`src/rtl/pru_pkg.sv`:
```
package pru_pkg;

  // Field widths of the stream payload
  localparam int unsigned ENTRY_W      = 3;
  localparam int unsigned MAX_ELEMENTS = 8;
  localparam int unsigned PERM_W       = ENTRY_W * MAX_ELEMENTS;
  localparam int unsigned RANK_W       = 16;
  localparam int unsigned FACT_W       = 17;

  localparam int unsigned DEFAULT_ELEMENTS = 8;

  // Request selector codes
  localparam logic REQ_RANK   = 1'b0;
  localparam logic REQ_UNRANK = 1'b1;

  // Factorials 0! .. 8!
  localparam logic [FACT_W-1:0] FACT [0:MAX_ELEMENTS] = '{
    17'd1, 17'd1, 17'd2, 17'd6, 17'd24, 17'd120, 17'd720, 17'd5040, 17'd40320
  };

  // One pipeline slot
  typedef struct packed {
    logic              req;   // request kind
    logic              err;   // unrank rank out of range
    logic [RANK_W-1:0] acc;   // rank sum (rank) or remaining rank (unrank)
    logic [PERM_W-1:0] perm;  // input permutation (rank)
    logic [PERM_W-1:0] pool;  // unused values, in order (unrank)
    logic [PERM_W-1:0] res;   // rebuilt permutation (unrank)
  } stage_t;

endpackage

```
`src/rtl/permutation_rank_unrank_unit.sv`:
```
// Channel   Dir  Handshake                 Payload
// s_axis    in   s_axis_tvalid/tready      tdata: perm_in, rank_in; tuser: req_type
// m_axis    out  m_axis_tvalid/tready      tdata: perm_out, rank_out, range_error
//
// One input register, then one stage per position. While output back pressure
// does not stall it, one transaction enters per cycle; each position stage holds
// one 8-way compare bank and one constant-factorial multiply or divide-by-compare.
// Reset clears only the valid bits of the stages.
// A stage loads whenever it is empty or the stage after it moves, so bubbles
// collapse under back pressure and nothing is dropped or repeated.
module permutation_rank_unrank_unit #(
  parameter int unsigned ELEMENTS = pru_pkg::DEFAULT_ELEMENTS
) (
  input  logic        clk_i,
  input  logic        rst_ni,
  input  logic        s_axis_tvalid,
  output logic        s_axis_tready,
  input  logic [39:0] s_axis_tdata,   // [23:0] perm_in, [39:24] rank_in
  input  logic [0:0]  s_axis_tuser,   // [0] req_type
  output logic        m_axis_tvalid,
  input  logic        m_axis_tready,
  output logic [47:0] m_axis_tdata    // [23:0] perm_out, [39:24] rank_out,
                                      // [40] range_error, [47:41] zero
);

  localparam int unsigned PW = pru_pkg::PERM_W;
  localparam int unsigned RW = pru_pkg::RANK_W;
  localparam int unsigned EW = pru_pkg::ENTRY_W;
  localparam int unsigned ME = pru_pkg::MAX_ELEMENTS;

  pru_pkg::stage_t       stg_q [0:ELEMENTS];
  pru_pkg::stage_t       stg_d [0:ELEMENTS];
  logic [ELEMENTS:0]     vld_q;
  logic [ELEMENTS:0]     rdy;

  // Ready chain from the output back
  assign rdy[ELEMENTS] = !vld_q[ELEMENTS] || m_axis_tready;
  for (genvar k = 0; k < ELEMENTS; k++) begin : g_rdy
    assign rdy[k] = !vld_q[k] || rdy[k+1];
  end
  assign s_axis_tready = rdy[0];

  // Input stage: range check and pool setup
  always_comb begin
    stg_d[0].req  = s_axis_tuser[0];
    stg_d[0].err  = (s_axis_tuser[0] == pru_pkg::REQ_UNRANK) &&
                    ({1'b0, s_axis_tdata[39:24]} >= pru_pkg::FACT[ELEMENTS]);
    stg_d[0].acc  = (s_axis_tuser[0] == pru_pkg::REQ_UNRANK) ? s_axis_tdata[39:24] : '0;
    stg_d[0].perm = s_axis_tdata[23:0];
    for (int i = 0; i < ME; i++) begin
      stg_d[0].pool[i*EW +: EW] = EW'(i);
    end
    stg_d[0].res  = '0;
  end

  // One stage per position
  for (genvar k = 1; k <= ELEMENTS; k++) begin : g_pos
    localparam int unsigned POS = k - 1;
    localparam logic [19:0] F   = 20'(pru_pkg::FACT[ELEMENTS-1-POS]);

    logic [EW-1:0] ent;
    logic [3:0]    smaller;
    logic [2:0]    quo;
    logic [19:0]   sub;
    logic [EW-1:0] pick;

    always_comb begin
      stg_d[k] = stg_q[k-1];
      ent      = stg_q[k-1].perm[POS*EW +: EW];
      // count later entries that are smaller
      smaller  = '0;
      for (int j = 0; j < ME; j++) begin
        if (j > POS && j < ELEMENTS && ent > stg_q[k-1].perm[j*EW +: EW]) begin
          smaller = smaller + 4'd1;
        end
      end
      // quotient by constant factorial through compares
      quo = '0;
      for (int m = 1; m < ME; m++) begin
        if (20'(stg_q[k-1].acc) >= 20'(m) * F) begin
          quo = quo + 3'd1;
        end
      end
      sub  = 20'(quo) * F;
      pick = stg_q[k-1].pool[quo*EW +: EW];
      if (stg_q[k-1].req == pru_pkg::REQ_UNRANK) begin
        stg_d[k].acc = stg_q[k-1].acc - sub[RW-1:0];
        stg_d[k].res[POS*EW +: EW] = pick;
        // take the chosen value out of the pool
        for (int m = 0; m < ME - 1; m++) begin
          if (m >= quo) begin
            stg_d[k].pool[m*EW +: EW] = stg_q[k-1].pool[(m+1)*EW +: EW];
          end
        end
      end else begin
        stg_d[k].acc = stg_q[k-1].acc + RW'(F[RW-1:0] * RW'(smaller));
      end
    end
  end

  // Stage registers: valid bits reset, payload does not
  always_ff @(posedge clk_i or negedge rst_ni) begin
    if (!rst_ni) begin
      vld_q <= '0;
    end else begin
      vld_q[0] <= rdy[0] ? s_axis_tvalid : vld_q[0];
      for (int k = 1; k <= ELEMENTS; k++) begin
        if (rdy[k]) begin
          vld_q[k] <= vld_q[k-1];
        end
      end
    end
  end

  always_ff @(posedge clk_i) begin
    if (rdy[0]) begin
      stg_q[0] <= stg_d[0];
    end
    for (int k = 1; k <= ELEMENTS; k++) begin
      if (rdy[k]) begin
        stg_q[k] <= stg_d[k];
      end
    end
  end

  // Output formatting
  logic unrank_ok;
  assign unrank_ok     = (stg_q[ELEMENTS].req == pru_pkg::REQ_UNRANK) && !stg_q[ELEMENTS].err;
  assign m_axis_tvalid = vld_q[ELEMENTS];
  assign m_axis_tdata  = {7'd0,
                          stg_q[ELEMENTS].err &&
                            (stg_q[ELEMENTS].req == pru_pkg::REQ_UNRANK),
                          (stg_q[ELEMENTS].req == pru_pkg::REQ_RANK) ?
                            stg_q[ELEMENTS].acc : RW'(0),
                          unrank_ok ? stg_q[ELEMENTS].res : PW'(0)};

  // Checks
  a_stall_only_backpressure: assert property (@(posedge clk_i) disable iff (!rst_ni)
    !s_axis_tready |-> (m_axis_tvalid && !m_axis_tready))
    else $error("input stalled without output back pressure");

  a_err_zero_perm: assert property (@(posedge clk_i) disable iff (!rst_ni)
    (m_axis_tvalid && m_axis_tdata[40]) |-> (m_axis_tdata[39:0] == 40'd0))
    else $error("range error with nonzero result");

  a_rank_bound: assert property (@(posedge clk_i) disable iff (!rst_ni)
    m_axis_tvalid |-> ({1'b0, m_axis_tdata[39:24]} < pru_pkg::FACT[ELEMENTS]))
    else $error("rank out of bound");

  a_out_moves_in: assert property (@(posedge clk_i) disable iff (!rst_ni)
    (m_axis_tvalid && m_axis_tready && vld_q[ELEMENTS-1]) |=> m_axis_tvalid)
    else $error("pipeline lost a transaction");

endmodule

```
`config.mk`:
```
export PLATFORM = sky130hd
export DESIGN_NAME = permutation_rank_unrank_unit
export DESIGN_NICKNAME = d
export VERILOG_FILES = /design/src/rtl/pru_pkg.sv /design/src/rtl/permutation_rank_unrank_unit.sv
export SDC_FILE = /design/constraint.sdc
export NUM_CORES = 1
export LEC_CHECK = 0
export BUFFER_PORTS_ARGS = -buffer_cell sky130_fd_sc_hd__buf_4
export CAP_MARGIN = 10
export CORE_UTILIZATION = 65
export DETAILED_ROUTE_END_ITERATION = 10
export HOLD_SLACK_MARGIN = 0.05
export PLACE_DENSITY = 0.89
export SYNTH_ARGS = -nofsm -noshare
export SYNTH_HDL_FRONTEND = slang
export SYNTH_SLANG_ARGS = --single-unit
export TNS_END_PERCENT = 20
```
`constraint.sdc`:
```
create_clock -name clk_i -period 22.5 [get_ports clk_i]
set_clock_uncertainty 0.1 [all_clocks]
set_input_delay 2.25 -clock clk_i [delete_from_list [all_inputs] [get_ports clk_i]]
set_output_delay 2.25 -clock clk_i [all_outputs]
set_load 0.005 [all_outputs]
```
==> out/summary.txt, run 1 <==
CTS Hold Bufs -> 0
Die span in y -> 225 µm
GRT Residual Overflow -> 0
Overall Global Routing Usage -> 0.271
Root buf cell -> clkbuf_16
GP Congestion -> 0.932
Wirelength, routed -> 68.6 mm
Async set-reset flop share out of synthesis -> 0.0183
CP peak stage delay -> 0.64 ns
Worst-margin pin slew -> 1.16 ns
Vias per cell -> 6.04
Initial antenna violation count -> 0
Worst reg2reg startpoint -> stg_q[0][49]
Reg-to-reg endpoint -> stg_q[0][177]
# fillers -> 3,070
First-pass GRT wire length -> 111 mm
Worst Path Required -> 22.88 ns
Synthesized cell area -> 0.0323 mm²
Slew margin rel. -> 0.224
Yosys reg bits -> 493
CP most frequent cell -> ha_1
Routed via count -> 22,700
Drt initial violations -> 1,616
Cts bufs inserted -> 51
EDFF count, synth -> 484
Highest clock rate -> 94.4 MHz
R2R Setup Slk -> 11.90 ns
Synth cell types -> 90
CTS resizes -> 0
Synth Area per Inst -> 11.0 µm²
Total Nets Final -> 3,473
CTS tree -> yes
ANT cells -> 0
Die Area -> 0.0505 mm²
Setup crit start kind -> flop
CTS HTree Levels -> 2
Crit-path max FO -> 7
Post-CTS Setup Inserts -> 0
Final setup fails -> 0
Yosys top cell area share -> 0.450
Row count -> 81
DP HPWL -> 51.1 mm
PortBufs -> 87
Die Width -> 225 µm
Vias in the first global route -> 23,100
Hold path cells -> 0
Top Ports -> 95
GRT met2 Usage -> 0.530
DRC errors left -> 0
Initial DRT Pass Iterations -> 6
Slowest stage cell, crit path -> o31ai_1
Period minus WS final -> 10.60 ns
Cell taking the most area after synthesis -> edfxtp_1
Fin. Hold Viols -> 0
Post-DR wirelength/cell -> 18.3 µm
P&R area growth vs syn -> 9.59%
Routed Antenna Nets -> 0
Hold Path Origin -> stg_q[0][344]
Clock Latency Late Sink -> 0.64 ns
Met1 usage -> 0.277
Synth area leaders -> edfxtp_1 (45%), ha_1 (14%), xnor2_1 (4.2%)
Hold EP -> stg_q[0][434]
Commonest non-fill, non-tap cell in the layout -> edfxtp_1
Tcrit/Tclk final -> 0.471
Worst Reg-to-Reg Cells -> 40
Multi-input logic area -> 0.0163 mm²
Cell count after synthesis -> 2,936
RSZ-0062 raised after global routing -> no
Reg clk slew, reported paths -> 0.06 ns
Maximum clock path buffer count -> 3
Critical path capture point type -> flop
Largest net degree at the start of global routing -> 61
Commonest cells after routing, fill and taps aside -> edfxtp_1 (484), ha_1 (350), inv_1 (275)
HP Class -> flop to flop
Max-cap violation count -> 0
Seq/Total Area, Yosys -> 0.457
Placeable core area -> 0.0490 mm²
Flip-flop and latch area -> 0.0148 mm²
Synth Warn # -> 0
GR met3 Demand/Resource -> 0.0341
Share of cells above drive strength 1 -> 0.107
Most used routing layer -> met2
Setup Crit Path Kind -> flop to flop
Status -> completed
Fin. max-slew vios -> 0
Initial core utilization -> 0.659
WP data arrival -> 10.98 ns
Top FF cell, synth -> edfxtp_1
Setup total negative slack -> 0 ns
Clock Sink Count -> 493
==> kinds of logic (layout without fill, tap and decap cells) <==
logic type      Yosys count  in the layout  share of synthesized area
simple gates            814            814                      0.126
compound gates          528            528                      0.105
flops                   493            493                      0.457
fa+ha+maj               382            382                      0.155
buf+inv                 340            486                     0.0404
xor+xnor                233            233                     0.0655
mux                     145            145                     0.0506
other cells               1             10                   0.000116
==> worst max-delay path by stage <==
| stage | slack [ns] | cells past startpoint | startpoint | endpoint |
|---|---|---|---|---|
| 2_1_floorplan | 13.20 | 40 | stg_q[0][49] | stg_q[0][177] |
| 3_3_place_gp | 12.35 | 40 | stg_q[0][49] | stg_q[0][177] |
| 3_5_place_dp | 11.99 | 40 | stg_q[0][49] | stg_q[0][177] |
| 4_1_cts | 12.00 | 40 | stg_q[0][49] | stg_q[0][177] |
| 5_1_grt | 11.34 | 37 | stg_q[0][49] | stg_q[0][177] |
| 6_report | 11.90 | 40 | stg_q[0][49] | stg_q[0][177] |
==> flip-flops by register name, summed over array words and instances (netlist names) <==
signal  count
stg_q     484
vld_q       9
==> cell usage after synthesis, types with 10 or more instances <==
| cell type | number |
|---|---|
| inv_1 | 278 |
| o21bai_1 | 10 |
| a21oi_1 | 142 |
| ha_1 | 350 |
| nor4_1 | 20 |
| edfxtp_1 | 484 |
| o21ai_0 | 134 |
| a21boi_0 | 21 |
| nor3_1 | 35 |
| or4_1 | 10 |
| nand2_1 | 205 |
| or2_2 | 20 |
| nand3_1 | 61 |
| a21o_1 | 32 |
| or3_1 | 23 |
| fa_1 | 30 |
| a31oi_1 | 20 |
| nand2b_1 | 46 |
| clkbuf_1 | 47 |
| o31ai_1 | 13 |
| o211ai_1 | 14 |
| and3_1 | 17 |
| and2_1 | 57 |
| xnor2_1 | 154 |
| mux2_2 | 94 |
| nor2b_1 | 85 |
| mux2i_1 | 46 |
| o21a_1 | 19 |
| a211oi_1 | 15 |
| nand3b_1 | 11 |
| nor2_1 | 193 |
| xor2_1 | 73 |
==> metrics by stage <==
stage / utilization / cells / hold slack, ns / area (µm²) / setup slack, ns
after floorplan: - / 2945 / 0.300 / 32300 / 13.20
final: 0.722 / 3755 / 0.285 / 35400 / 11.90
after detailed placement: 0.689 / 3659 / 0.305 / 33700 / 11.99
after global routing: 0.722 / 3755 / 0.297 / 35400 / 11.34
after global placement: 0.689 / 3659 / 0.301 / 33700 / 12.35
after CTS: 0.722 / 3755 / 0.294 / 35400 / 12.00
==> routing by layer <==
metal	part of all wire	vias up
met5	0	-
met4	0.051	0
met3	0.043	245
met2	0.55	757
met1	0.36	10900
li1	-	10800
==> worst max-delay path: cells and delay by family (launching register included) <==
family          cells  cell delay (ns)
compound gates     10             2.33
flops               1             0.53
fa+ha+maj           9             2.49
xor+xnor            5             1.55
buf+inv             3             0.36
simple gates       13             3.07
==> layout make-up <==
type | instances | area share
sequential | 493 | 0.417
tap | 664 | 0.0235
inverter | 283 | 0.0300
multi-input combinational | 2112 | 0.460
clock inverter | 34 | 0.00913
timing repair buffer | 107 | 0.0227
clock buffer | 62 | 0.0375
Power of run 1 is not shown: default switching activity piles up to over one toggle a cycle in this logic, so the estimate is an artifact.
==> run 2, diff against run 1 <==
CORE_UTILIZATION = 64   (was 65)
PLACE_DENSITY = 0.88   (was 0.89)
clock period = 10.25 ns   (was 22.5 ns; I/O delays follow)
==> run 2 against run 1 <==
  * Flip-flop and latch count unchanged
  * Critical path type unchanged
  * Final area up 0.35%
  * Global-route usage down 0.42 points
  * Highest routed layer unchanged
  * Register-to-register slack worse by 11 ns
  * Count of clock-buffer cells in the layout increased by 2
==> out/summary.txt, run 2 (synthesized netlist as in run 1, its figures left out) <==
Highest clock rate -> 104 MHz (was 94.4 MHz)
Total Nets Final -> 3,478 (was 3,473)
Fin. max-slew vios -> 0 (unchanged)
Top Registers -> stg_q: 484 flops, vld_q: 9 flops (unchanged)
Final setup fails -> 0 (unchanged)
RSZ-0062 raised after global routing -> no (unchanged)
First-pass GRT wire length -> 110 mm (was 111 mm)
Period minus WS final -> 9.62 ns (was 10.60 ns)
Die Width -> 227 µm (was 225 µm)
HP Class -> input pin to async pin (was flop to flop)
WP buf/inv -> 3 (unchanged)
Drt initial violations -> 1,543 (was 1,616)
Row count -> 81 (unchanged)
CTS tree -> yes (unchanged)
P&R area growth vs syn -> 9.98% (was 9.59%)
Finished Layout Cells -> 3,756 (was 3,755)
Setup crit start kind -> flop (unchanged)
Fin. Hold Viols -> 0 (unchanged)
Crit-path max FO -> 5 (was 7)
GRT Residual Overflow -> 0 (unchanged)
CP peak stage delay -> 0.61 ns (was 0.64 ns)
Overall Global Routing Usage -> 0.267 (was 0.271)
Maximum clock path buffer count -> 3 (unchanged)
PortBufs -> 87 (unchanged)
Slowest stage cell, crit path -> or4b_2 (was o31ai_1)
Reg clk slew, reported paths -> 0.06 ns (about the same)
Die Area -> 0.0513 mm² (was 0.0505 mm²)
Max-cap violation count -> 0 (unchanged)
Initial DRT Pass Iterations -> 6 (unchanged)
DRC errors left -> 0 (unchanged)
Worst path top cell family by delay -> simple AND/OR/NAND/NOR gates (unchanged)
Root buf cell -> clkbuf_16 (unchanged)
CTS HTree Levels -> 2 (unchanged)
Slew margin rel. -> 0.262 (was 0.224)
Initial core utilization -> 0.654 (was 0.659)
Vias per cell -> 5.98 (was 6.04)
GP Congestion -> 0.950 (was 0.932)
Setup total negative slack -> 0 ns (unchanged)
Clock Latency Late Sink -> 0.62 ns (was 0.64 ns)
CP most frequent cell -> ha_1 (unchanged)
Vias in the first global route -> 22,900 (was 23,100)
Worst Path Required -> 10.52 ns (was 22.88 ns)
Top Ports -> 95 (unchanged)
Largest register FFs -> 484 (unchanged)
R2R Setup Slk -> 0.63 ns (was 11.90 ns)
Routed Antenna Nets -> 0 (unchanged)
Commonest non-fill, non-tap cell in the layout -> edfxtp_1 (unchanged)
Cts bufs inserted -> 51 (unchanged)
Commonest cells after routing, fill and taps aside -> edfxtp_1 (484), ha_1 (350), inv_1 (275) (unchanged)
Core Util, Final -> 0.719 (was 0.722)
Critical path capture point type -> flop (unchanged)
Die span in y -> 227 µm (was 225 µm)
Routed via count -> 22,500 (was 22,700)
Setup Crit Path Kind -> flop to flop (unchanged)
Worst-margin pin slew -> 1.10 ns (was 1.16 ns)
Largest net degree at the start of global routing -> 61 (unchanged)
CP startpoint -> stg_q[0][49] (unchanged)
Largest Register -> stg_q (unchanged)
Clock Sink Count -> 493 (unchanged)
Wirelength, routed -> 67.7 mm (was 68.6 mm)
Initial antenna violation count -> 0 (unchanged)
Worst reg2reg startpoint -> stg_q[0][49] (unchanged)
CTS Hold Bufs -> 0 (unchanged)
WP data arrival -> 9.89 ns (was 10.98 ns)
DP Cell Count -> 3,661 (was 3,659)
ANT cells -> 0 (unchanged)
Post-DR wirelength/cell -> 18.0 µm (was 18.3 µm)
Placeable core area -> 0.0494 mm² (was 0.0490 mm²)
Share of cells above drive strength 1 -> 0.110 (was 0.107)
Tcrit/Tclk final -> 0.939 (was 0.471)
DP HPWL -> 50.7 mm (was 51.1 mm)
Status -> completed (unchanged)
run 2: cell types whose count changed in the layout (fill, tap and decap cells not counted), moves of 2 or more:
cell       delta
a32oi_1       -2
a32oi_2       +2
buf_4         +5
bufinv_16     +3
clkbuf_1      +3
clkinv_1      -4
clkinv_2      -3
run 2: timing repair:
| item | in CTS | in global routing |
|---|---|---|
| setup endpoints to repair | 1 | 1 |
| resized for setup | 2 | 6 |
| buffers inserted | 0 | 2 |
| pin swaps | 0 | 2 |
run 2: cell type report:
type	count	area [µm²]
Clock inverter	28	365
Clock buffer	64	1330
Tap cell	664	831
Sequential cell	493	14800
Timing Repair Buffer	112	841
Fill cell	3180	13900
Multi-Input combinational cell	2112	16300
Inverter	283	1060
run 2: metal layers:
metal,wire [µm],global-route usage,share of wire
met1,25000,0.278,0.37
met2,37100,0.519,0.55
met3,2310,0.0314,0.034
met4,3310,0.140,0.049
met5,0,0,0
run 2: path summary, 6_finish.rpt:
path,depth (start not counted),endpoint
worst max-delay path,39,stg_q[0][177]
worst min-delay path,1,vld_q[7]
worst max register to register,39,stg_q[0][177]
worst min register to register,0,stg_q[0][448]
max in group asynchronous,1,vld_q[2]
min in group clk_i,0,stg_q[0][448]
run 2: metrics by stage:
step           hold WS (ns)  area, µm²  worst slack, ns
3_3_place_gp          0.300      33700            0.439
4_1_cts               0.104      35400            0.107
6_report              0.128      35500            0.627
3_5_place_dp          0.305      33700         0.000131
5_1_grt               0.114      35500           0.0880
2_1_floorplan         0.300      32300            0.952
Power of run 2 is left out for the same reason.
==> run 3, diff against run 2 <==
ABC_CLOCK_PERIOD_IN_PS = 11000   (was unset)
CORE_MARGIN = 10   (was unset)
clock period = 11 ns   (was 10.25 ns; I/O delays follow)
==> run 3 against run 2 <==
  * Via count increased by 0.38%
  * Count of clock-buffer cells in the layout rose by 1
  * Flip-flop and latch count stayed put
  * Setup slack gained 0.16 ns
  * Utilization down 0.83 points
  * Critical path depth increased by 1
  * Final area barely moved
  * Die area grew 17%
  * Final cell count about the same
  * Wire length up 0.75%
  * Fmax fell by 5.8%
  * Critical path type unchanged
  * Largest cell class unchanged
  * Highest routed layer unchanged
==> out/summary.txt, run 3 (synthesized netlist as in run 1, its figures left out) <==
Fin. Hold Viols -> 0 (unchanged)
Largest register FFs -> 484 (unchanged)
Commonest cells after routing, fill and taps aside -> edfxtp_1 (484), ha_1 (350), inv_1 (275) (unchanged)
CTS resizes -> 0 (was 2)
ANT cells -> 0 (unchanged)
Largest Register -> stg_q (unchanged)
# fillers -> 3,196 (was 3,180)
Final setup fails -> 0 (unchanged)
P&R area growth vs syn -> 10.0% (was 9.98%)
CP most frequent cell -> ha_1 (unchanged)
Maximum clock path buffer count -> 3 (unchanged)
Root buf cell -> clkbuf_16 (unchanged)
HP Class -> input pin to async pin (unchanged)
Initial DRT Pass Iterations -> 6 (unchanged)
Worst Path Required -> 11.36 ns (was 10.52 ns)
Status -> completed (unchanged)
CTS tree -> yes (unchanged)
First-pass GRT wire length -> 111 mm (was 110 mm)
Crit-path max FO -> 7 (was 5)
Die span in y -> 245 µm (was 227 µm)
Tcrit/Tclk final -> 0.928 (was 0.939)
Vias in the first global route -> 23,200 (was 22,900)
Slowest stage cell, crit path -> or4b_2 (unchanged)
Commonest non-fill, non-tap cell in the layout -> edfxtp_1 (unchanged)
GRT met2 Usage -> 0.437 (was 0.519)
GRT Residual Overflow -> 0 (unchanged)
Max-cap violation count -> 0 (unchanged)
Routed via count -> 22,500 (about the same)
Critical path capture point type -> flop (unchanged)
Slew margin rel. -> 0.244 (was 0.262)
Highest clock rate -> 97.9 MHz (was 104 MHz)
Clock Sink Count -> 493 (unchanged)
CTS Hold Bufs -> 0 (unchanged)
Routed Antenna Nets -> 0 (unchanged)
Worst-margin pin slew -> 1.13 ns (was 1.10 ns)
DP HPWL -> 51.5 mm (was 50.7 mm)
Worst path top cell family by delay -> simple AND/OR/NAND/NOR gates (unchanged)
Row count -> 82 (was 81)
Top Ports -> 95 (unchanged)
Drt initial violations -> 1,499 (was 1,543)
Fin. max-slew vios -> 0 (unchanged)
Total Nets Final -> 3,472 (was 3,478)
Post-CTS Setup Inserts -> 0 (unchanged)
Overall Global Routing Usage -> 0.223 (was 0.267)
Die Width -> 245 µm (was 227 µm)
Initial antenna violation count -> 0 (unchanged)
Placeable core area -> 0.0500 mm² (was 0.0494 mm²)
Share of cells above drive strength 1 -> 0.109 (was 0.110)
Vias per cell -> 6.00 (was 5.98)
Top Registers -> stg_q: 484 flops, vld_q: 9 flops (unchanged)
Cts bufs inserted -> 50 (was 51)
Most used routing layer -> met2 (unchanged)
Final instance area -> 0.0355 mm² (about the same)
Initial core utilization -> 0.646 (was 0.654)
RSZ-0062 raised after global routing -> no (unchanged)
Clock Latency Late Sink -> 0.61 ns (was 0.62 ns)
CTS HTree Levels -> 2 (unchanged)
Setup total negative slack -> 0 ns (unchanged)
Post-DR wirelength/cell -> 18.2 µm (was 18.0 µm)
GP Congestion -> 0.951 (was 0.950)
CP peak stage delay -> 0.62 ns (was 0.61 ns)
Placed cell area -> 0.0337 mm² (about the same)
Reg clk slew, reported paths -> 0.06 ns (about the same)
Met1 usage -> 0.223 (was 0.278)
Flip-flop and latch area -> 0.0148 mm² (unchanged)
Largest net degree at the start of global routing -> 61 (unchanged)
GR met3 Demand/Resource -> 0.0308 (was 0.0314)
WP data arrival -> 10.57 ns (was 9.89 ns)
Multi-input logic area -> 0.0163 mm² (about the same)
Die Area -> 0.0598 mm² (was 0.0513 mm²)
Period minus WS final -> 10.21 ns (was 9.62 ns)
Setup crit start kind -> flop (unchanged)
Setup Crit Path Kind -> flop to flop (unchanged)
DRC errors left -> 0 (unchanged)
PortBufs -> 87 (unchanged)
Wirelength, routed -> 68.3 mm (was 67.7 mm)
WP buf/inv -> 3 (unchanged)
==> run 3: routing by layer <==
layer / up-vias / wire length, µm
met2: 738 / 37500
met1: 10800 / 24900
met5: - / 0
met4: 0 / 3270
li1: 10800 / -
met3: 235 / 2620
==> run 3: cell type report <==
| cell class | instances | area share |
|---|---|---|
| multi-input cells | 2112 | 0.458 |
| flip-flops and latches | 493 | 0.416 |
| clock buffers | 65 | 0.0380 |
| inverters | 283 | 0.0299 |
| well taps | 672 | 0.0237 |
| repair buffers | 107 | 0.0226 |
| clock inverters | 27 | 0.0118 |
==> run 3: through the flow <==
stage	cells	utilization	hold slack, ns	worst slack [ns]
global placement	3667	0.675	0.302	0.881
finish	3759	0.711	0.208	0.787
CTS	3759	0.710	0.189	0.402
detailed placement	3667	0.675	0.305	0.443
global route	3759	0.711	0.193	0.0940
floorplan	2945	-	0.300	1.70
==> run 3: worst paths after layout <==
kind | startpoint | endpoint | slack, ns | cells past startpoint
setup / recovery | stg_q[0][49] | stg_q[0][177] | 0.79 | 40
hold / removal | rst_ni | vld_q[7] | 0.21 | 1
setup reg to reg | stg_q[0][49] | stg_q[0][177] | 0.79 | 40
hold reg to reg | stg_q[0][92] | stg_q[0][182] | 0.31 | 0
max in group asynchronous | rst_ni | vld_q[0] | 10.44 | 1
min in group clk_i | stg_q[0][92] | stg_q[0][182] | 0.31 | 0
Power of run 3 is left out for the same reason.
